===== config.mk =====
export PLATFORM = sky130hd
export DESIGN_NAME = sequence_track_command_interpreter_unit
export DESIGN_NICKNAME = d
export VERILOG_FILES = /design/src/sv/stci_pkg.sv /design/src/sv/stci_queue.sv /design/src/sv/stci_front.sv /design/src/sv/stci_divider.sv /design/src/sv/stci_back.sv /design/src/sv/sequence_track_command_interpreter_unit.sv
export SDC_FILE = /design/constraint.sdc
export NUM_CORES = 2
export LEC_CHECK = 0
export BUFFER_PORTS_ARGS = -buffer_cell sky130_fd_sc_hd__buf_2
export CAP_MARGIN = 10
export CORE_ASPECT_RATIO = 1.2
export CORE_MARGIN = 2
export CORE_UTILIZATION = 45
export CTS_BUF_LIST = sky130_fd_sc_hd__clkbuf_4 sky130_fd_sc_hd__clkbuf_8 sky130_fd_sc_hd__clkbuf_16
export CTS_CLUSTER_SIZE = 8
export DETAILED_ROUTE_END_ITERATION = 16
export REMOVE_ABC_BUFFERS = 1
export SETUP_SLACK_MARGIN = 0.4
export SLEW_MARGIN = 0
export SYNTH_ARGS = -nofsm -noshare
export SYNTH_HDL_FRONTEND = slang
export SYNTH_SLANG_ARGS = --single-unit

===== constraint.sdc =====
create_clock -name aclk -period 12 [get_ports aclk]
set_input_delay 2.4 -clock aclk [delete_from_list [all_inputs] [get_ports aclk]]
set_output_delay 2.4 -clock aclk [all_outputs]
set_load 0.01 [all_outputs]

===== src/sv/stci_pkg.sv =====
`timescale 1ns / 1ps

package stci_pkg;

    localparam int STACK_DEPTH = 4;
    localparam int NUM_VARS    = 32;
    localparam int ADDR_WIDTH  = 24;

    localparam int SL_W  = $clog2(STACK_DEPTH + 1);
    localparam int SI_W  = (STACK_DEPTH > 1) ? $clog2(STACK_DEPTH) : 1;
    localparam int VI_W  = (NUM_VARS > 1) ? $clog2(NUM_VARS) : 1;
    // Jump targets carry 24 bits; the address register may be narrower or wider.
    localparam int TGT_W = (ADDR_WIDTH < 24) ? ADDR_WIDTH : 24;

    // Event kinds.
    localparam logic [3:0] EV_NOTE    = 4'd0;
    localparam logic [3:0] EV_WAIT    = 4'd1;
    localparam logic [3:0] EV_PROGRAM = 4'd2;
    localparam logic [3:0] EV_TRACK   = 4'd3;
    localparam logic [3:0] EV_JUMP    = 4'd4;
    localparam logic [3:0] EV_PARAM   = 4'd5;
    localparam logic [3:0] EV_TIE     = 4'd6;
    localparam logic [3:0] EV_TEMPO   = 4'd7;
    localparam logic [3:0] EV_STOP    = 4'd8;
    localparam logic [3:0] EV_UNKNOWN = 4'd9;
    localparam logic [3:0] EV_ERROR   = 4'd10;

    // Error codes.
    localparam logic [7:0] ERR_STACK_FULL  = 8'd0;
    localparam logic [7:0] ERR_STACK_EMPTY = 8'd1;
    localparam logic [7:0] ERR_STACK_TYPE  = 8'd2;
    localparam logic [7:0] ERR_VAR_RANGE   = 8'd3;
    localparam logic [7:0] ERR_NO_LENGTH   = 8'd4;

    // Parameter ids.
    localparam logic [7:0] PID_PAN         = 8'd0;
    localparam logic [7:0] PID_VOLUME      = 8'd1;
    localparam logic [7:0] PID_TRANSPOSE   = 8'd2;
    localparam logic [7:0] PID_BEND        = 8'd3;
    localparam logic [7:0] PID_BEND_RANGE  = 8'd4;
    localparam logic [7:0] PID_PRIORITY    = 8'd5;
    localparam logic [7:0] PID_NOTE_WAIT   = 8'd6;
    localparam logic [7:0] PID_PORTA_START = 8'd7;
    localparam logic [7:0] PID_MOD_BASE    = 8'd8;
    localparam logic [7:0] PID_PORTA       = 8'd12;
    localparam logic [7:0] PID_EXPRESSION  = 8'd18;
    localparam logic [7:0] PID_MOD_DELAY   = 8'd19;
    localparam logic [7:0] PID_SWEEP       = 8'd20;

    // Command codes.
    localparam logic [7:0] CMD_WAIT        = 8'h80;
    localparam logic [7:0] CMD_PROGRAM     = 8'h81;
    localparam logic [7:0] CMD_TRACK       = 8'h93;
    localparam logic [7:0] CMD_JUMP        = 8'h94;
    localparam logic [7:0] CMD_CALL        = 8'h95;
    localparam logic [7:0] CMD_PFX_RND     = 8'hA0;
    localparam logic [7:0] CMD_PFX_VAR     = 8'hA1;
    localparam logic [7:0] CMD_IF          = 8'hA2;
    localparam logic [7:0] CMD_VAR_SET     = 8'hB0;
    localparam logic [7:0] CMD_VAR_ADD     = 8'hB1;
    localparam logic [7:0] CMD_VAR_SUB     = 8'hB2;
    localparam logic [7:0] CMD_VAR_MUL     = 8'hB3;
    localparam logic [7:0] CMD_VAR_DIV     = 8'hB4;
    localparam logic [7:0] CMD_VAR_SHIFT   = 8'hB5;
    localparam logic [7:0] CMD_VAR_RAND    = 8'hB6;
    localparam logic [7:0] CMD_VAR_HOLE    = 8'hB7;
    localparam logic [7:0] CMD_CMP_EQ      = 8'hB8;
    localparam logic [7:0] CMD_CMP_GE      = 8'hB9;
    localparam logic [7:0] CMD_CMP_GT      = 8'hBA;
    localparam logic [7:0] CMD_CMP_LE      = 8'hBB;
    localparam logic [7:0] CMD_CMP_LT      = 8'hBC;
    localparam logic [7:0] CMD_CMP_NE      = 8'hBD;
    localparam logic [7:0] CMD_PAN         = 8'hC0;
    localparam logic [7:0] CMD_VOLUME      = 8'hC1;
    localparam logic [7:0] CMD_ARG_SKIP    = 8'hC2;
    localparam logic [7:0] CMD_TRANSPOSE   = 8'hC3;
    localparam logic [7:0] CMD_BEND        = 8'hC4;
    localparam logic [7:0] CMD_BEND_RANGE  = 8'hC5;
    localparam logic [7:0] CMD_PRIORITY    = 8'hC6;
    localparam logic [7:0] CMD_NOTE_WAIT   = 8'hC7;
    localparam logic [7:0] CMD_TIE         = 8'hC8;
    localparam logic [7:0] CMD_PORTA_START = 8'hC9;
    localparam logic [7:0] CMD_MOD_FIRST   = 8'hCA;
    localparam logic [7:0] CMD_MOD_LAST    = 8'hCD;
    localparam logic [7:0] CMD_PORTA       = 8'hCE;
    localparam logic [7:0] CMD_ENV_FIRST   = 8'hCF;
    localparam logic [7:0] CMD_ENV_LAST    = 8'hD3;
    localparam logic [7:0] CMD_LOOP_START  = 8'hD4;
    localparam logic [7:0] CMD_EXPRESSION  = 8'hD5;
    localparam logic [7:0] CMD_PRINT       = 8'hD6;
    localparam logic [7:0] CMD_MOD_DELAY   = 8'hE0;
    localparam logic [7:0] CMD_TEMPO       = 8'hE1;
    localparam logic [7:0] CMD_SWEEP       = 8'hE3;
    localparam logic [7:0] CMD_LOOP_END    = 8'hFC;
    localparam logic [7:0] CMD_RETURN      = 8'hFD;
    localparam logic [7:0] CMD_ALLOC       = 8'hFE;
    localparam logic [7:0] CMD_END         = 8'hFF;

    // Queue entry kinds.
    localparam logic [1:0] ENT_EXEC    = 2'd0;
    localparam logic [1:0] ENT_ERR_LEN = 2'd1;
    localparam logic [1:0] ENT_UNKNOWN = 2'd2;

    typedef struct packed {
        logic [1:0]  kind;
        logic [7:0]  cmd;
        logic [31:0] acc;
        logic [7:0]  vel;
    } entry_t;

    typedef struct packed {
        logic compare_flag;
        logic back_idle;
    } status_t;

    typedef struct packed {
        logic                  addr_load;
        logic [ADDR_WIDTH-1:0] addr_value;
        logic                  seed_load;
        logic [15:0]           seed_value;
    } cfg_t;

    typedef struct packed {
        logic       known;
        logic [3:0] len;
    } len_t;

    function automatic logic var_group(input logic [7:0] c);
        return (c >= CMD_VAR_SET) && (c <= CMD_CMP_NE);
    endfunction

    function automatic len_t main_len(input logic [7:0] c);
        len_t r;
        r.known = 1'b1;
        r.len   = 4'd0;
        if (c == CMD_TRACK) begin
            r.len = 4'd4;
        end else if (c == CMD_JUMP || c == CMD_CALL) begin
            r.len = 4'd3;
        end else if (var_group(c) && c != CMD_VAR_HOLE) begin
            r.len = 4'd3;
        end else if (c >= CMD_PAN && c <= CMD_PRINT) begin
            r.len = 4'd1;
        end else if (c == CMD_MOD_DELAY || c == CMD_TEMPO || c == CMD_SWEEP
                     || c == CMD_ALLOC) begin
            r.len = 4'd2;
        end else if (c == CMD_LOOP_END || c == CMD_RETURN || c == CMD_END) begin
            r.len = 4'd0;
        end else begin
            r.known = 1'b0;
        end
        return r;
    endfunction

    function automatic len_t sub_len(input logic [7:0] c, input logic rnd);
        len_t r;
        logic shared;
        shared = (c >= CMD_PAN && c <= CMD_BEND_RANGE)
              || (c >= CMD_MOD_FIRST && c <= CMD_MOD_LAST)
              || (c >= CMD_ENV_FIRST && c <= CMD_ENV_LAST)
              || c == CMD_EXPRESSION || c == CMD_MOD_DELAY || c == CMD_SWEEP;
        r.known = 1'b1;
        r.len   = 4'd0;
        if (c < CMD_WAIT || (var_group(c) && c != CMD_VAR_HOLE)) begin
            r.len = rnd ? 4'd5 : 4'd2;
        end else if (c == CMD_WAIT || c == CMD_PROGRAM || shared
                     || (!rnd && c == CMD_LOOP_START)) begin
            r.len = rnd ? 4'd4 : 4'd1;
        end else begin
            r.known = 1'b0;
        end
        return r;
    endfunction

    // Commands after which the front waits for the back to finish: they move
    // the address or the stack, or change a variable or the compare flag.
    function automatic logic is_barrier(input logic [7:0] c);
        return var_group(c) || c == CMD_JUMP || c == CMD_CALL || c == CMD_LOOP_START
            || c == CMD_LOOP_END || c == CMD_RETURN;
    endfunction

endpackage


===== src/sv/stci_queue.sv =====
`timescale 1ns / 1ps

module stci_queue (
    input  logic             aclk,
    input  logic             aresetn,
    input  logic             push,
    input  stci_pkg::entry_t push_entry,
    input  logic             pop,
    output stci_pkg::entry_t head,
    output logic             full,
    output logic             empty
);
    import stci_pkg::*;

    entry_t     slot_reg [2];
    logic       wr_ptr_reg, wr_ptr_next;
    logic       rd_ptr_reg, rd_ptr_next;
    logic [1:0] count_reg, count_next;

    always_comb begin
        wr_ptr_next = wr_ptr_reg ^ push;
        rd_ptr_next = rd_ptr_reg ^ pop;
        count_next  = count_reg + {1'b0, push} - {1'b0, pop};
    end

    assign head  = slot_reg[rd_ptr_reg];
    assign full  = (count_reg == 2'd2);
    assign empty = (count_reg == 2'd0);

    always_ff @(posedge aclk) begin
        if (!aresetn) begin
            wr_ptr_reg <= 1'b0;
            rd_ptr_reg <= 1'b0;
            count_reg  <= 2'd0;
        end else begin
            wr_ptr_reg <= wr_ptr_next;
            rd_ptr_reg <= rd_ptr_next;
            count_reg  <= count_next;
        end
    end

    always_ff @(posedge aclk) begin
        if (push) begin
            slot_reg[wr_ptr_reg] <= push_entry;
        end
    end

endmodule


===== src/sv/stci_front.sv =====
`timescale 1ns / 1ps

module stci_front (
    input  logic              aclk,
    input  logic              aresetn,
    input  logic              s_valid,
    output logic              s_ready,
    input  logic [7:0]        s_seq_byte,
    input  stci_pkg::status_t status,
    input  logic              q_full,
    input  logic              q_empty,
    output logic              push,
    output stci_pkg::entry_t  push_entry,
    output logic              byte_taken
);
    import stci_pkg::*;

    localparam logic [3:0] PS_CMD     = 4'd0;
    localparam logic [3:0] PS_ARGS    = 4'd1;
    localparam logic [3:0] PS_VEL     = 4'd2;
    localparam logic [3:0] PS_VARLEN  = 4'd3;
    localparam logic [3:0] PS_SUB_RND = 4'd4;
    localparam logic [3:0] PS_SUB_VAR = 4'd5;
    localparam logic [3:0] PS_SKIP    = 4'd6;
    localparam logic [3:0] PS_SKIPCMD = 4'd7;
    localparam logic [3:0] PS_SKIPVEL = 4'd8;
    localparam logic [3:0] PS_SKIPVAR = 4'd9;

    logic [3:0]  state_reg, state_next;
    logic [7:0]  cmd_reg, cmd_next;
    logic [31:0] acc_reg, acc_next;
    logic [7:0]  vel_reg, vel_next;
    logic [2:0]  cnt_reg, cnt_next;
    logic [3:0]  skip_reg, skip_next;
    logic        barrier_reg, barrier_next;
    logic [1:0]  ent_kind;
    logic [7:0]  b;
    logic [2:0]  cnt_inc;
    len_t        ml;
    len_t        sl;

    assign s_ready    = !barrier_reg && !q_full;
    assign byte_taken = s_valid && s_ready;
    assign b          = s_seq_byte;
    assign cnt_inc    = cnt_reg + 3'd1;

    always_comb begin
        state_next   = state_reg;
        cmd_next     = cmd_reg;
        acc_next     = acc_reg;
        vel_next     = vel_reg;
        cnt_next     = cnt_reg;
        skip_next    = skip_reg;
        barrier_next = barrier_reg;
        push         = 1'b0;
        ent_kind     = ENT_EXEC;
        ml           = main_len(b);
        sl           = sub_len(b, state_reg == PS_SUB_RND);

        if (barrier_reg && q_empty && status.back_idle) begin
            barrier_next = 1'b0;
        end

        if (byte_taken) begin
            unique case (state_reg)
                PS_CMD: begin
                    cmd_next = b;
                    acc_next = 32'd0;
                    cnt_next = 3'd0;
                    priority if (b < CMD_WAIT) begin
                        state_next = PS_VEL;
                    end else if (b == CMD_WAIT || b == CMD_PROGRAM) begin
                        state_next = PS_VARLEN;
                    end else if (b == CMD_PFX_RND) begin
                        state_next = PS_SUB_RND;
                    end else if (b == CMD_PFX_VAR) begin
                        state_next = PS_SUB_VAR;
                    end else if (b == CMD_IF) begin
                        if (!status.compare_flag) begin
                            state_next = PS_SKIPCMD;
                        end
                    end else if (!ml.known) begin
                        push     = 1'b1;
                        ent_kind = ENT_ERR_LEN;
                    end else if (ml.len == 4'd0) begin
                        push = 1'b1;
                    end else begin
                        skip_next  = ml.len;
                        state_next = PS_ARGS;
                    end
                end
                PS_ARGS: begin
                    acc_next = acc_reg | (32'(b) << {cnt_reg[1:0], 3'b000});
                    cnt_next = cnt_inc;
                    if ({1'b0, cnt_inc} >= skip_reg) begin
                        state_next = PS_CMD;
                        push       = 1'b1;
                    end
                end
                PS_VEL: begin
                    vel_next   = b;
                    acc_next   = 32'd0;
                    state_next = PS_VARLEN;
                end
                PS_VARLEN: begin
                    acc_next = {acc_reg[24:0], b[6:0]};
                    if (!b[7]) begin
                        state_next = PS_CMD;
                        push       = 1'b1;
                    end
                end
                PS_SUB_RND, PS_SUB_VAR: begin
                    acc_next = 32'(b);
                    if (!sl.known) begin
                        state_next = PS_CMD;
                        push       = 1'b1;
                        ent_kind   = ENT_ERR_LEN;
                    end else begin
                        skip_next  = sl.len;
                        state_next = PS_SKIP;
                    end
                end
                PS_SKIP: begin
                    if (skip_reg > 4'd1) begin
                        skip_next = skip_reg - 4'd1;
                    end else begin
                        skip_next  = 4'd0;
                        state_next = PS_CMD;
                        if (cmd_reg != CMD_IF) begin
                            push     = 1'b1;
                            ent_kind = ENT_UNKNOWN;
                        end
                    end
                end
                PS_SKIPCMD: begin
                    priority if (b < CMD_WAIT) begin
                        state_next = PS_SKIPVEL;
                    end else if (b == CMD_WAIT || b == CMD_PROGRAM) begin
                        state_next = PS_SKIPVAR;
                    end else if (b == CMD_PFX_RND) begin
                        state_next = PS_SUB_RND;
                    end else if (b == CMD_PFX_VAR) begin
                        state_next = PS_SUB_VAR;
                    end else if (b == CMD_IF) begin
                        state_next = PS_SKIPCMD;
                    end else if (b == CMD_END) begin
                        // Inside a skip the end command carries one argument byte.
                        skip_next  = 4'd1;
                        state_next = PS_SKIP;
                    end else if (!ml.known) begin
                        state_next = PS_CMD;
                        push       = 1'b1;
                        ent_kind   = ENT_ERR_LEN;
                    end else if (ml.len == 4'd0) begin
                        state_next = PS_CMD;
                    end else begin
                        skip_next  = ml.len;
                        state_next = PS_SKIP;
                    end
                end
                PS_SKIPVEL: begin
                    state_next = PS_SKIPVAR;
                end
                PS_SKIPVAR: begin
                    if (!b[7]) begin
                        state_next = PS_CMD;
                    end
                end
                default: begin
                    state_next = PS_CMD;
                end
            endcase
        end

        if (push && ent_kind == ENT_EXEC && is_barrier(cmd_next)) begin
            barrier_next = 1'b1;
        end

        push_entry = '{kind: ent_kind, cmd: cmd_next, acc: acc_next, vel: vel_next};
    end

    always_ff @(posedge aclk) begin
        if (!aresetn) begin
            state_reg   <= PS_CMD;
            cmd_reg     <= 8'd0;
            acc_reg     <= 32'd0;
            vel_reg     <= 8'd0;
            cnt_reg     <= 3'd0;
            skip_reg    <= 4'd0;
            barrier_reg <= 1'b0;
        end else begin
            state_reg   <= state_next;
            cmd_reg     <= cmd_next;
            acc_reg     <= acc_next;
            vel_reg     <= vel_next;
            cnt_reg     <= cnt_next;
            skip_reg    <= skip_next;
            barrier_reg <= barrier_next;
        end
    end

endmodule


===== src/sv/stci_divider.sv =====
`timescale 1ns / 1ps

module stci_divider (
    input  logic        aclk,
    input  logic        aresetn,
    input  logic        start,
    input  logic [15:0] dividend,
    input  logic [16:0] divisor,
    output logic        busy,
    output logic        done,
    output logic [15:0] quotient,
    output logic [16:0] remainder
);
    logic [16:0] rem_reg, rem_next;
    logic [15:0] quo_reg, quo_next;
    logic [16:0] dvs_reg, dvs_next;
    logic [4:0]  cnt_reg, cnt_next;
    logic        busy_reg, busy_next;
    logic        done_reg, done_next;
    logic [17:0] shifted;
    logic [17:0] diff;

    // Restoring division, one quotient bit per cycle.
    always_comb begin
        shifted   = {rem_reg, quo_reg[15]};
        diff      = shifted - {1'b0, dvs_reg};
        rem_next  = rem_reg;
        quo_next  = quo_reg;
        dvs_next  = dvs_reg;
        cnt_next  = cnt_reg;
        busy_next = busy_reg;
        done_next = 1'b0;
        if (start) begin
            rem_next  = 17'd0;
            quo_next  = dividend;
            dvs_next  = divisor;
            cnt_next  = 5'd16;
            busy_next = 1'b1;
        end else if (busy_reg) begin
            if (!diff[17]) begin
                rem_next = diff[16:0];
                quo_next = {quo_reg[14:0], 1'b1};
            end else begin
                rem_next = shifted[16:0];
                quo_next = {quo_reg[14:0], 1'b0};
            end
            cnt_next = cnt_reg - 5'd1;
            if (cnt_reg == 5'd1) begin
                busy_next = 1'b0;
                done_next = 1'b1;
            end
        end
    end

    assign busy      = busy_reg;
    assign done      = done_reg;
    assign quotient  = quo_reg;
    assign remainder = rem_reg;

    always_ff @(posedge aclk) begin
        if (!aresetn) begin
            busy_reg <= 1'b0;
            done_reg <= 1'b0;
            cnt_reg  <= 5'd0;
        end else begin
            busy_reg <= busy_next;
            done_reg <= done_next;
            cnt_reg  <= cnt_next;
        end
    end

    always_ff @(posedge aclk) begin
        rem_reg <= rem_next;
        quo_reg <= quo_next;
        dvs_reg <= dvs_next;
    end

endmodule


===== src/sv/stci_back.sv =====
`timescale 1ns / 1ps

module stci_back (
    input  logic               aclk,
    input  logic               aresetn,
    input  stci_pkg::cfg_t     cfg,
    input  logic               byte_taken,
    input  stci_pkg::entry_t   head,
    input  logic               q_empty,
    output logic               q_pop,
    output stci_pkg::status_t  status,
    output logic               m_valid,
    input  logic               m_ready,
    output logic [3:0]         m_event_kind,
    output logic [7:0]         m_arg_index,
    output logic signed [15:0] m_arg_value,
    output logic [31:0]        m_arg_long
);
    import stci_pkg::*;

    localparam logic [1:0] ST_IDLE = 2'd0;
    localparam logic [1:0] ST_EXEC = 2'd1;
    localparam logic [1:0] ST_DIV  = 2'd2;
    localparam logic [1:0] ST_EMIT = 2'd3;

    logic [1:0]            state_reg, state_next;
    entry_t                ent_reg;
    logic [ADDR_WIDTH-1:0] addr_reg, addr_next;
    logic [15:0]           var_reg [NUM_VARS];
    logic [ADDR_WIDTH-1:0] stk_addr_reg [STACK_DEPTH];
    logic [7:0]            stk_count_reg [STACK_DEPTH];
    logic                  stk_loop_reg [STACK_DEPTH];
    logic [SL_W-1:0]       level_reg, level_next;
    logic                  flag_reg, flag_next;
    logic [7:0]            trans_reg, trans_next;
    logic [15:0]           rnd_reg, rnd_next;

    logic [3:0]            ev_kind_reg, ev_kind_next;
    logic [7:0]            ev_idx_reg, ev_idx_next;
    logic [15:0]           ev_val_reg, ev_val_next;
    logic [31:0]           ev_long_reg, ev_long_next;

    logic                  m_valid_reg, m_valid_next;
    logic [3:0]            m_kind_reg;
    logic [7:0]            m_idx_reg;
    logic [15:0]           m_val_reg;
    logic [31:0]           m_long_reg;
    logic                  out_load;

    logic [VI_W-1:0]       dvar_reg, dvar_next;
    logic                  dmod_reg, dmod_next;
    logic                  dneg_reg, dneg_next;

    logic                  var_we;
    logic [VI_W-1:0]       var_widx;
    logic [15:0]           var_wdata;
    logic                  stk_we;
    logic [SI_W-1:0]       stk_widx;
    logic [ADDR_WIDTH-1:0] stk_waddr;
    logic [7:0]            stk_wcount;
    logic                  stk_wloop;

    logic                  div_start;
    logic [15:0]           div_dvd;
    logic [16:0]           div_dvs;
    logic                  div_busy;
    logic                  div_done;
    logic [15:0]           div_quo;
    logic [16:0]           div_rem;

    logic [7:0]            c;
    logic [31:0]           a;
    logic [7:0]            b0;
    logic signed [15:0]    val;
    logic signed [15:0]    v;
    logic                  vid_ok;
    logic [VI_W-1:0]       vid;
    logic [ADDR_WIDTH-1:0] target;
    logic [SL_W-1:0]       lvl_m1;
    logic [SI_W-1:0]       top_idx;
    logic [7:0]            cnt_dec;
    logic signed [9:0]     note_sum;
    logic signed [9:0]     porta_sum;
    logic [6:0]            note_clamp;
    logic [6:0]            porta_clamp;
    logic signed [31:0]    product;
    logic [16:0]           shift_n;
    logic [15:0]           shift_res;
    logic [15:0]           v_abs;
    logic [15:0]           val_abs;
    logic [15:0]           rnd_step;
    logic                  ev_have;

    function automatic logic [6:0] clamp7(input logic signed [9:0] n);
        if (n < 0) begin
            return 7'd0;
        end else if (n > 10'sd127) begin
            return 7'd127;
        end
        return n[6:0];
    endfunction

    stci_divider u_div (
        .aclk      (aclk),
        .aresetn   (aresetn),
        .start     (div_start),
        .dividend  (div_dvd),
        .divisor   (div_dvs),
        .busy      (div_busy),
        .done      (div_done),
        .quotient  (div_quo),
        .remainder (div_rem)
    );

    always_comb begin
        c         = ent_reg.cmd;
        a         = ent_reg.acc;
        b0        = a[7:0];
        val       = a[23:8];
        vid_ok    = ({1'b0, a[7:0]} < 9'(NUM_VARS));
        vid       = a[VI_W-1:0];
        v         = vid_ok ? var_reg[vid] : 16'sd0;
        target    = ADDR_WIDTH'(a[TGT_W-1:0]);
        lvl_m1    = level_reg - SL_W'(1);
        top_idx   = lvl_m1[SI_W-1:0];
        cnt_dec   = stk_count_reg[top_idx] - 8'd1;
        note_sum  = $signed({3'b000, c[6:0]}) + $signed({{2{trans_reg[7]}}, trans_reg});
        porta_sum = $signed({2'b00, b0}) + $signed({{2{trans_reg[7]}}, trans_reg});
        note_clamp  = clamp7(note_sum);
        porta_clamp = clamp7(porta_sum);
        product   = v * val;
        shift_n   = -{val[15], val};
        if (val < 0) begin
            if (shift_n >= 17'd15) begin
                shift_res = {16{v[15]}};
            end else begin
                shift_res = v >>> shift_n[3:0];
            end
        end else if (val >= 16'sd16) begin
            shift_res = 16'd0;
        end else begin
            shift_res = v << val[3:0];
        end
        v_abs    = v[15] ? 16'(-v) : v;
        val_abs  = val[15] ? 16'(-val) : val;
        rnd_step = {1'b0, rnd_reg[15:1]} ^ (rnd_reg[0] ? 16'hB400 : 16'h0000);
    end

    always_comb begin
        state_next   = state_reg;
        addr_next    = addr_reg;
        level_next   = level_reg;
        flag_next    = flag_reg;
        trans_next   = trans_reg;
        rnd_next     = rnd_reg;
        ev_kind_next = ev_kind_reg;
        ev_idx_next  = ev_idx_reg;
        ev_val_next  = ev_val_reg;
        ev_long_next = ev_long_reg;
        dvar_next    = dvar_reg;
        dmod_next    = dmod_reg;
        dneg_next    = dneg_reg;
        q_pop        = 1'b0;
        out_load     = 1'b0;
        var_we       = 1'b0;
        var_widx     = vid;
        var_wdata    = 16'd0;
        stk_we       = 1'b0;
        stk_widx     = level_reg[SI_W-1:0];
        stk_waddr    = addr_reg;
        stk_wcount   = 8'd0;
        stk_wloop    = 1'b0;
        div_start    = 1'b0;
        div_dvd      = v_abs;
        div_dvs      = {1'b0, val_abs};
        ev_have      = 1'b0;

        if (byte_taken) begin
            addr_next = addr_reg + ADDR_WIDTH'(1);
        end
        if (cfg.addr_load) begin
            addr_next = cfg.addr_value;
        end
        if (cfg.seed_load) begin
            rnd_next = cfg.seed_value;
        end

        unique case (state_reg)
            ST_IDLE: begin
                if (!q_empty) begin
                    q_pop      = 1'b1;
                    state_next = ST_EXEC;
                end
            end
            ST_EXEC: begin
                ev_have      = 1'b1;
                ev_kind_next = EV_PARAM;
                ev_idx_next  = 8'd0;
                ev_val_next  = 16'd0;
                ev_long_next = 32'd0;
                if (ent_reg.kind == ENT_ERR_LEN) begin
                    ev_kind_next = EV_ERROR;
                    ev_idx_next  = ERR_NO_LENGTH;
                end else if (ent_reg.kind == ENT_UNKNOWN) begin
                    ev_kind_next = EV_UNKNOWN;
                    ev_idx_next  = a[7:0];
                    ev_val_next  = {8'd0, c};
                end else if (c < CMD_WAIT) begin
                    ev_kind_next = EV_NOTE;
                    ev_idx_next  = {1'b0, note_clamp};
                    ev_val_next  = {8'd0, ent_reg.vel};
                    ev_long_next = a;
                end else if (var_group(c)) begin
                    ev_have = 1'b0;
                    if (!vid_ok) begin
                        ev_have      = 1'b1;
                        ev_kind_next = EV_ERROR;
                        ev_idx_next  = ERR_VAR_RANGE;
                    end else begin
                        unique case (c)
                            CMD_VAR_SET: begin
                                var_we    = 1'b1;
                                var_wdata = val;
                            end
                            CMD_VAR_ADD: begin
                                var_we    = 1'b1;
                                var_wdata = v + val;
                            end
                            CMD_VAR_SUB: begin
                                var_we    = 1'b1;
                                var_wdata = v - val;
                            end
                            CMD_VAR_MUL: begin
                                var_we    = 1'b1;
                                var_wdata = product[15:0];
                            end
                            CMD_VAR_DIV: begin
                                if (val != 16'sd0) begin
                                    div_start = 1'b1;
                                    dmod_next = 1'b0;
                                    dneg_next = v[15] ^ val[15];
                                end
                            end
                            CMD_VAR_SHIFT: begin
                                var_we    = 1'b1;
                                var_wdata = shift_res;
                            end
                            CMD_VAR_RAND: begin
                                rnd_next  = rnd_step;
                                div_start = 1'b1;
                                div_dvd   = rnd_step;
                                div_dvs   = {1'b0, val_abs} + 17'd1;
                                dmod_next = 1'b1;
                                dneg_next = val[15];
                            end
                            CMD_CMP_EQ: flag_next = (v == val);
                            CMD_CMP_GE: flag_next = (v >= val);
                            CMD_CMP_GT: flag_next = (v > val);
                            CMD_CMP_LE: flag_next = (v <= val);
                            CMD_CMP_LT: flag_next = (v < val);
                            default:    flag_next = (v != val);
                        endcase
                        dvar_next = vid;
                    end
                end else begin
                    unique case (c)
                        CMD_WAIT: begin
                            ev_kind_next = EV_WAIT;
                            ev_long_next = a;
                        end
                        CMD_PROGRAM: begin
                            ev_kind_next = EV_PROGRAM;
                            ev_long_next = a;
                        end
                        CMD_TRACK: begin
                            ev_kind_next = EV_TRACK;
                            ev_idx_next  = b0;
                            ev_long_next = {8'd0, a[31:8]};
                        end
                        CMD_JUMP: begin
                            addr_next    = target;
                            ev_kind_next = EV_JUMP;
                            ev_long_next = 32'(target);
                        end
                        CMD_CALL, CMD_LOOP_START: begin
                            if (level_reg == SL_W'(STACK_DEPTH)) begin
                                ev_kind_next = EV_ERROR;
                                ev_idx_next  = ERR_STACK_FULL;
                            end else begin
                                stk_we     = 1'b1;
                                level_next = level_reg + SL_W'(1);
                                if (c == CMD_CALL) begin
                                    addr_next    = target;
                                    ev_kind_next = EV_JUMP;
                                    ev_long_next = 32'(target);
                                end else begin
                                    stk_wcount = b0;
                                    stk_wloop  = 1'b1;
                                    ev_have    = 1'b0;
                                end
                            end
                        end
                        CMD_PAN: begin
                            ev_idx_next = PID_PAN;
                            ev_val_next = {8'd0, b0} - 16'd64;
                        end
                        CMD_VOLUME: begin
                            ev_idx_next = PID_VOLUME;
                            ev_val_next = {8'd0, b0};
                        end
                        CMD_ARG_SKIP: begin
                            ev_kind_next = EV_UNKNOWN;
                            ev_idx_next  = CMD_ARG_SKIP;
                        end
                        CMD_TRANSPOSE: begin
                            trans_next  = b0;
                            ev_idx_next = PID_TRANSPOSE;
                            ev_val_next = {{8{b0[7]}}, b0};
                        end
                        CMD_BEND: begin
                            ev_idx_next = PID_BEND;
                            ev_val_next = {{8{b0[7]}}, b0};
                        end
                        CMD_BEND_RANGE: begin
                            ev_idx_next = PID_BEND_RANGE;
                            ev_val_next = {8'd0, b0};
                        end
                        CMD_PRIORITY: begin
                            ev_idx_next = PID_PRIORITY;
                            ev_val_next = {8'd0, b0};
                        end
                        CMD_NOTE_WAIT: begin
                            ev_idx_next = PID_NOTE_WAIT;
                            ev_val_next = {15'd0, b0 != 8'd0};
                        end
                        CMD_TIE: begin
                            ev_kind_next = EV_TIE;
                            ev_val_next  = {15'd0, b0 != 8'd0};
                        end
                        CMD_PORTA_START: begin
                            ev_idx_next = PID_PORTA_START;
                            ev_val_next = {9'd0, porta_clamp};
                        end
                        CMD_PORTA: begin
                            ev_idx_next = PID_PORTA;
                            ev_val_next = {15'd0, b0 != 8'd0};
                        end
                        CMD_EXPRESSION: begin
                            ev_idx_next = PID_EXPRESSION;
                            ev_val_next = {8'd0, b0};
                        end
                        CMD_PRINT: begin
                            ev_have = 1'b0;
                            if (!vid_ok) begin
                                ev_have      = 1'b1;
                                ev_kind_next = EV_ERROR;
                                ev_idx_next  = ERR_VAR_RANGE;
                            end
                        end
                        CMD_MOD_DELAY: begin
                            ev_idx_next = PID_MOD_DELAY;
                            ev_val_next = a[15:0];
                        end
                        CMD_TEMPO: begin
                            ev_kind_next = EV_TEMPO;
                            ev_val_next  = a[15:0];
                        end
                        CMD_SWEEP: begin
                            ev_idx_next = PID_SWEEP;
                            ev_val_next = a[15:0];
                        end
                        CMD_LOOP_END, CMD_RETURN: begin
                            if (level_reg == SL_W'(0)) begin
                                ev_kind_next = EV_ERROR;
                                ev_idx_next  = ERR_STACK_EMPTY;
                            end else if (stk_loop_reg[top_idx] != (c == CMD_LOOP_END)) begin
                                ev_kind_next = EV_ERROR;
                                ev_idx_next  = ERR_STACK_TYPE;
                            end else if (c == CMD_LOOP_END && cnt_dec == 8'd0) begin
                                // Loop count ran out: drop the frame and fall through.
                                level_next = lvl_m1;
                                ev_have    = 1'b0;
                            end else begin
                                if (c == CMD_LOOP_END) begin
                                    stk_we     = 1'b1;
                                    stk_widx   = top_idx;
                                    stk_waddr  = stk_addr_reg[top_idx];
                                    stk_wcount = cnt_dec;
                                    stk_wloop  = 1'b1;
                                end else begin
                                    level_next = lvl_m1;
                                end
                                addr_next    = stk_addr_reg[top_idx];
                                ev_kind_next = EV_JUMP;
                                ev_long_next = 32'(stk_addr_reg[top_idx]);
                            end
                        end
                        CMD_END: begin
                            ev_kind_next = EV_STOP;
                        end
                        default: begin
                            if (c >= CMD_MOD_FIRST && c <= CMD_ENV_LAST) begin
                                ev_idx_next = c - CMD_MOD_FIRST + PID_MOD_BASE;
                                ev_val_next = {8'd0, b0};
                            end else begin
                                ev_have = 1'b0;
                            end
                        end
                    endcase
                end
                if (div_start) begin
                    state_next = ST_DIV;
                end else if (ev_have) begin
                    state_next = ST_EMIT;
                end else begin
                    state_next = ST_IDLE;
                end
            end
            ST_DIV: begin
                if (div_done) begin
                    var_we     = 1'b1;
                    var_widx   = dvar_reg;
                    if (dmod_reg) begin
                        var_wdata = dneg_reg ? 16'(-div_rem[15:0]) : div_rem[15:0];
                    end else begin
                        var_wdata = dneg_reg ? 16'(-div_quo) : div_quo;
                    end
                    state_next = ST_IDLE;
                end
            end
            ST_EMIT: begin
                if (!m_valid_reg || m_ready) begin
                    out_load   = 1'b1;
                    state_next = ST_IDLE;
                end
            end
            default: begin
                state_next = ST_IDLE;
            end
        endcase

        if (out_load) begin
            m_valid_next = 1'b1;
        end else if (m_ready) begin
            m_valid_next = 1'b0;
        end else begin
            m_valid_next = m_valid_reg;
        end
    end

    assign status.compare_flag = flag_reg;
    assign status.back_idle    = (state_reg == ST_IDLE);
    assign m_valid      = m_valid_reg;
    assign m_event_kind = m_kind_reg;
    assign m_arg_index  = m_idx_reg;
    assign m_arg_value  = m_val_reg;
    assign m_arg_long   = m_long_reg;

    always_ff @(posedge aclk) begin
        if (!aresetn) begin
            state_reg   <= ST_IDLE;
            addr_reg    <= '0;
            level_reg   <= '0;
            flag_reg    <= 1'b0;
            trans_reg   <= 8'd0;
            rnd_reg     <= 16'd1;
            m_valid_reg <= 1'b0;
            for (int i = 0; i < NUM_VARS; i++) begin
                var_reg[i] <= 16'd0;
            end
        end else begin
            state_reg   <= state_next;
            addr_reg    <= addr_next;
            level_reg   <= level_next;
            flag_reg    <= flag_next;
            trans_reg   <= trans_next;
            rnd_reg     <= rnd_next;
            m_valid_reg <= m_valid_next;
            if (var_we) begin
                var_reg[var_widx] <= var_wdata;
            end
        end
    end

    always_ff @(posedge aclk) begin
        if (q_pop) begin
            ent_reg <= head;
        end
        ev_kind_reg <= ev_kind_next;
        ev_idx_reg  <= ev_idx_next;
        ev_val_reg  <= ev_val_next;
        ev_long_reg <= ev_long_next;
        dvar_reg    <= dvar_next;
        dmod_reg    <= dmod_next;
        dneg_reg    <= dneg_next;
        if (out_load) begin
            m_kind_reg <= ev_kind_reg;
            m_idx_reg  <= ev_idx_reg;
            m_val_reg  <= ev_val_reg;
            m_long_reg <= ev_long_reg;
        end
        if (stk_we) begin
            stk_addr_reg[stk_widx]  <= stk_waddr;
            stk_count_reg[stk_widx] <= stk_wcount;
            stk_loop_reg[stk_widx]  <= stk_wloop;
        end
    end

    a_level_bound: assert property (@(posedge aclk) disable iff (!aresetn)
        level_reg <= SL_W'(STACK_DEPTH))
        else $error("stack level beyond stack depth");

    a_div_only_in_div: assert property (@(posedge aclk) disable iff (!aresetn)
        div_busy |-> (state_reg == ST_DIV))
        else $error("divider running outside the divide state");

    a_emit_loads: assert property (@(posedge aclk) disable iff (!aresetn)
        (state_reg == ST_EMIT && (!m_valid_reg || m_ready)) |=> m_valid_reg)
        else $error("event not presented after emit");

    a_pop_only_idle: assert property (@(posedge aclk) disable iff (!aresetn)
        q_pop |-> (state_reg == ST_IDLE && !q_empty))
        else $error("queue popped while busy or empty");

endmodule


===== src/sv/sequence_track_command_interpreter_unit.sv =====
`timescale 1ns / 1ps

// Track command interpreter: takes one byte of sequence data per transaction
// on the s_ channel and delivers at most one event per finished command on the
// m_ channel. The front parser accepts one byte per cycle unless the queue is
// full or it waits on the executor, and hands finished commands to the
// executor through a two-entry queue. Variable divide and random commands
// use the bit-serial divider in the executor. After a jump, call, return,
// loop or variable command the parser holds s_ready low until the executor
// has finished that command, so the next byte sees the updated address and
// compare flag. Registers: start_address at 0x0, random_seed at 0x4; writing
// either one also loads the current address or the random generator.
module sequence_track_command_interpreter_unit (
    input  logic               aclk,
    input  logic               aresetn,
    input  logic               s_valid,
    output logic               s_ready,
    input  logic [7:0]         s_seq_byte,
    output logic               m_valid,
    input  logic               m_ready,
    output logic [3:0]         m_event_kind,
    output logic [7:0]         m_arg_index,
    output logic signed [15:0] m_arg_value,
    output logic [31:0]        m_arg_long,
    input  logic               psel,
    input  logic               penable,
    input  logic               pwrite,
    input  logic [2:0]         paddr,
    input  logic [31:0]        pwdata,
    output logic [31:0]        prdata,
    output logic               pready
);
    import stci_pkg::*;

    logic [23:0] start_reg;
    logic [15:0] seed_reg;
    logic        wr_en;
    cfg_t        cfg;
    status_t     status;
    entry_t      push_entry;
    entry_t      head;
    logic        push;
    logic        q_pop;
    logic        q_full;
    logic        q_empty;
    logic        byte_taken;

    assign pready = 1'b1;
    assign wr_en  = psel && penable && pwrite;
    assign prdata = paddr[2] ? {16'd0, seed_reg} : {8'd0, start_reg};

    assign cfg.addr_load  = wr_en && !paddr[2];
    assign cfg.addr_value = ADDR_WIDTH'(pwdata[TGT_W-1:0]);
    assign cfg.seed_load  = wr_en && paddr[2];
    assign cfg.seed_value = pwdata[15:0];

    always_ff @(posedge aclk) begin
        if (!aresetn) begin
            start_reg <= 24'd0;
            seed_reg  <= 16'd1;
        end else begin
            if (cfg.addr_load) begin
                start_reg <= pwdata[23:0];
            end
            if (cfg.seed_load) begin
                seed_reg <= pwdata[15:0];
            end
        end
    end

    stci_front u_front (
        .aclk       (aclk),
        .aresetn    (aresetn),
        .s_valid    (s_valid),
        .s_ready    (s_ready),
        .s_seq_byte (s_seq_byte),
        .status     (status),
        .q_full     (q_full),
        .q_empty    (q_empty),
        .push       (push),
        .push_entry (push_entry),
        .byte_taken (byte_taken)
    );

    stci_queue u_queue (
        .aclk       (aclk),
        .aresetn    (aresetn),
        .push       (push),
        .push_entry (push_entry),
        .pop        (q_pop),
        .head       (head),
        .full       (q_full),
        .empty      (q_empty)
    );

    stci_back u_back (
        .aclk         (aclk),
        .aresetn      (aresetn),
        .cfg          (cfg),
        .byte_taken   (byte_taken),
        .head         (head),
        .q_empty      (q_empty),
        .q_pop        (q_pop),
        .status       (status),
        .m_valid      (m_valid),
        .m_ready      (m_ready),
        .m_event_kind (m_event_kind),
        .m_arg_index  (m_arg_index),
        .m_arg_value  (m_arg_value),
        .m_arg_long   (m_arg_long)
    );

endmodule

# == Word level (Yosys, flattened, before mapping) ==
# Memories as Yosys holds them, arrays and structs flattened. A register that Yosys moved wholly into a read port is not among the register bits.
# Cells that the tools add are included.
# totals
reg_bits,343
mem_bits_rw,744
out_inout_bits,95
memories,5
# op_classes
add_sub_neg,23
n_mul,1
magnitude_cmp,31
eq_ne,106
shifts,3
muxes,323
bitwise_logic,15
reduce_logical,94
# mem_list
memory,words,word_bits,read_ports,rd_clocked_by_memory_dff,wr,line_no,source
u_back.var_reg,32,16,1,0,32,stci_back.sv:29,logic [15:0] var_reg [NUM_VARS];
u_queue.slot_reg,2,50,1,1,1,stci_queue.sv:15,entry_t slot_reg [2];
u_back.stk_addr_reg,4,24,1,0,1,stci_back.sv:30,logic [ADDR_WIDTH-1:0] stk_addr_reg [STACK_DEPTH];
u_back.stk_count_reg,4,8,1,0,1,stci_back.sv:31,logic [7:0] stk_count_reg [STACK_DEPTH];
u_back.stk_loop_reg,4,1,1,0,1,stci_back.sv:32,logic stk_loop_reg [STACK_DEPTH];
# ops
cell,n
16-bit two-way mux,41
24-bit two-way mux,25
"8-bit == test, second input constant",59
32-bit two-way mux,6
8-bit two-way mux,24
4-bit two-way mux,45
32-bit case mux with 5 select lines,1
32-bit case mux with 4 select lines,1
8-bit case mux with 16 select lines,1
16-bit case mux with 7 select lines,1
1-bit two-way mux,104
16-bit case mux with 5 select lines,1
24-bit case mux with 3 select lines,1
2-bit two-way mux,33
"8-bit less-or-equal comparator, second input constant",8
16-bit negator,4
"8-bit greater-or-equal comparator, second input constant",7
4-bit case mux with 11 select lines,1
7-bit two-way mux,6
"2-bit != test, second input constant",17
32-bit OR,1
16-bit case mux with 2 select lines,1
4-bit case mux with 8 select lines,1
8-bit by 5-bit left shift with 32-bit output,1
other kinds (93),206

# == Longest topological paths before layout ==
# depth
word_depth,22
ltp_mapped,36
ltp_nobuf,31

# == By module ==
# A second synthesis with hierarchy kept.
# hier_totals
cells_unflattened,5522
hier_area_um2,62321.0
# modules_own_cells
mod,instances,cells_per_inst,area_per_inst_um2,seq_area_each_um2
stci_back,1,4343,49239.7,25854.8
stci_queue,1,177,4098.9,3103.0
stci_front,1,472,3763.6,1201.2
stci_divider,1,333,3324.4,1471.4
sequence_track_command_interpreter_unit,1,197,1894.3,800.8

# == Least setup slack after synthesis ==
# Ideal clock, no wire load.
# synth_path
path_type,reg-to-reg
start,"register, netlist name u_back.a[1]"
end,memory u_back.var_reg[0][13] (data pin)
setup_time_ns,0.267
arrival_ns,7.335
t_required_ns,11.733
slack_ns,4.398
path_stages_with_launch,33
synth_period_minus_slack_ns,7.602
cell_sequence,edfxtp_1 > buf_2 > clkbuf_1 > mux4_2 > mux4_2 > mux2i_2 > nor2_1 > clkbuf_1 > ha_1 > fa_1 > inv_1 > fa_1 > inv_1 > ha_1 > inv_1 > fa_1 > inv_1 > ha_1 > inv_1 > fa_1 > inv_1 > ha_1 > a21boi_0 > o21ai_0 > a21boi_0 > o21a_1 > o31ai_1 > nor2b_1 > xnor2_1 > a21o_1 > o41ai_2 > buf_2 > nor2_1
# synth_rtl
item,line_no
end: declaration,stci_back.sv:29

==> flow_metrics.tcl <==
set metrics [dict create \
    critPathBufInv 6 \
    row_count 147 \
    whs_ns 0.410 \
    cts_tree "built" \
    clock_latency_ns 0.79 \
    end_kind "flop" \
    hold_path.class "reg -> reg" \
    grt_max_degree 68 \
    layout.cells.most_common_list "954 x edfxtp_1, 807 x nor2_1, 523 x nand2_1" \
    max_stage_delay_ns 0.81 \
    hold-path-endpoint "u_back.m_arg_index[0]" \
    routedWlPerCell_um 26.3 \
    clock_path_buffers 3 \
    synth_seq_cells 1137 \
    criticalPathCategory "reg -> reg" \
    p_clk_frac 0.318 \
    grt_first_pass_wirelength_um 280000 \
    switchingPower_mw 4.96 \
    period_needed_ns 10.08 \
    regToRegEndpoint "u_back.var_reg[8][15]" \
    clkSlewWorstSetupHoldPaths_ns 0.05 \
    crit_arrival_ns 10.57 \
    holdCritStartpoint "u_back.ev_idx_reg[0]" \
    synth-edff-count 954 \
    drive_gt1_frac 0.160 \
    syn_inst 5324 \
    via_per_inst 5.92 \
    syn_avg_cell_area_um2 11.4 \
    r2r_setup_slack_ns 1.92 \
    synth.cell_area_um2 60600 \
    hold_buffers 0 \
    slew_viol_final 0 \
    setup_viol 0 \
    synth_top_family_by_area "simple AND/OR/NAND/NOR gates" \
    drv_cap 0 \
    cp-start-kind "flop" \
    dr.pass1.iters 7 \
    r2r-start "u_back.a[1]" \
    pwr-share-seq 0.348 \
    path_delay_family "adder cells" \
    area_delta_synth_final_pct 12.4 \
    synthSimpleGateAreaFrac 0.132 \
    p_int_mw 8.99 \
    yosys_most_used_dff "edfxtp_1" \
    ctsResizeCount 0 \
    powerDensity_nw_per_um2 205 \
    route.vias.total 43106 \
    io_buffer_count 125 \
    switching_share 0.355 \
    worstHoldPathCells 0 \
    routed_wl_um 191000 \
    r2r_cells 29 \
    fmax_ghz 0.0992 \
    cts.sinks 1137 \
    gp_congestion 0.972 \
    ios 145 \
    skew_ns 0.0275 \
    synth-xor-area-share 0.0287 \
    route.detailed.drc 0 \
    synth_cell_types 98 \
    power_frac_comb 0.334 \
    initial_utilization 0.453 \
    grtUsageMet1 0.354 \
    met2_usage 0.450 \
    drtIter0Drc 4361 \
    die_w_um 339 \
    htreeDepth 4 \
    cp_data_required_time_ns 12.49 \
    synth_mux_area_frac 0.102 \
    core_um2 134000 \
    grt-ovfl-total 0 \
    cts_buffers 162 \
    slew_headroom 0.138 \
    leakage_nw 24.9 \
    die_h_um 406 \
    status "completed" \
    fin_nets 5692 \
    rsz0062_at_grt "no" \
    grt_pass1_vias 42229 \
    final_common_cell "edfxtp_1" \
    async_reset_ff_frac 0 \
    grtUsageMet3 0.0473 \
    gr-max-usage-layer "met2" \
    final.setup.tns_ns 0 \
    hold_violations 0 \
    ir_drop_mv 0.208 \
    largest_reg_flops 512 \
    dieArea_um2 138000 \
    yosys.area_share.adder 0.0615 \
    ys_seq_area_frac 0.533 \
    fin_crit_sh 0.840 \
    clock-root-buffer "clkbuf_16" \
    hpwlAfterDp_um 128000 \
    antenna_found_initial 5 \
    grt_usage 0.275 \
    cts_setup_buffers 0 \
    worstMarginPinSlew_ns 1.29 \
    ys_warn_count 0 \
    cp_max_fo 46 \
    detail-route-antenna-nets 0 \
    synth-compound-area-share 0.100 \
    cp_slowest_cell "a32o_2" \
]
## metal layers
| metal | part of all wire | vias up |
|---|---|---|
| li1 | - | 19397 |
| met1 | 0.40 | 21561 |
| met2 | 0.48 | 1725 |
| met3 | 0.070 | 421 |
| met4 | 0.052 | 2 |
| met5 | 0.000068 | - |
## power by group through the flow
| stage | clock [mW] | sequential [mW] | combinational (mW) |
|---|---|---|---|
| after global placement | 0 | 4.91 | 4.60 |
| after detailed placement | 0 | 4.92 | 4.60 |
| after global routing | 4.65 | 4.87 | 4.97 |
| after CTS | 4.49 | 4.84 | 4.62 |
| after floorplan | 0 | 5.06 | 2.80 |
| final | 4.44 | 4.85 | 4.66 |
## Yosys cell counts, types with 31 or more instances
cell type | count | share of area
o21ai_0 | 162 | 0.013
a22o_1 | 74 | 0.011
xor2_1 | 44 | 0.0064
a221oi_1 | 31 | 0.0045
fa_1 | 83 | 0.027
and2_1 | 55 | 0.0057
nand2_1 | 524 | 0.032
edfxtp_1 | 954 | 0.47
a21boi_0 | 32 | 0.0040
nor2_1 | 814 | 0.050
nor3_1 | 101 | 0.0083
nand3_1 | 71 | 0.0059
ha_1 | 165 | 0.034
o21a_1 | 36 | 0.0045
nor2b_1 | 57 | 0.0059
xnor2_1 | 142 | 0.021
mux2i_1 | 129 | 0.021
a21oi_1 | 253 | 0.021
mux2_2 | 108 | 0.020
inv_1 | 244 | 0.015
a22oi_1 | 54 | 0.0067
buf_2 | 44 | 0.0036
dfxtp_1 | 183 | 0.060
mux4_2 | 160 | 0.059
clkbuf_1 | 248 | 0.015
## through the flow
stage,area (um^2),total power [mW],std cells,worst slack [ns],utilization
after floorplan,59000,7.85,4981,-0.510,-
after global placement,63100,9.50,7018,2.08,0.472
after detailed placement,63100,9.52,7018,1.99,0.472
after CTS,68100,14.0,7281,1.97,0.510
after global routing,68100,14.5,7282,1.46,0.510
final,68100,13.9,7284,1.92,0.510
## final cells by class
class	instances	area, um^2
inverters	260	978
clock inverters	17	299
repair buffers	249	1620
clock buffers	246	4690
well taps	1788	2240
flip-flops and latches	1137	32300
fillers	11772	65600
multi-input cells	3584	26000
diodes	3	7.51
## worst reg2reg max path: cells and delay by family (launching register included)
kind / cells / cell delay (ns)
fa+ha+maj: 7 / 3.24
xor+xnor: 8 / 1.88
simple gates: 4 / 1.50
buf+inv: 6 / 1.40
compound gates: 3 / 1.24
flops: 1 / 0.40
mux: 1 / 0.14
## how the worst max path moves through the flow
stage                     depth (start not counted)  slack (ns)                     end        start
after global routing                             29        1.46   u_back.var_reg[6][15]  u_back.a[0]
after global placement                           29        2.08   u_back.var_reg[2][15]  u_back.a[0]
after floorplan                                  29       -0.51   u_back.var_reg[0][13]  u_back.a[0]
final                                            29        1.92   u_back.var_reg[8][15]  u_back.a[1]
after detailed placement                         29        1.99  u_back.var_reg[10][15]  u_back.a[0]
after CTS                                        29        1.97   u_back.var_reg[8][15]  u_back.a[0]
## kinds of logic (layout without fill, tap and decap cells)
logic type / count (synthesis) / in the layout
adders and majority gates: 248 / 248
and+or+nand+nor: 1829 / 1829
buffers and inverters: 610 / 772
xor gates and xnor gates: 191 / 191
DFF: 1137 / 1137
AOI/OAI and AO/OA: 907 / 907
muxes: 400 / 400
other: 2 / 12
Note: power is estimated with default switching activity, not from simulation.
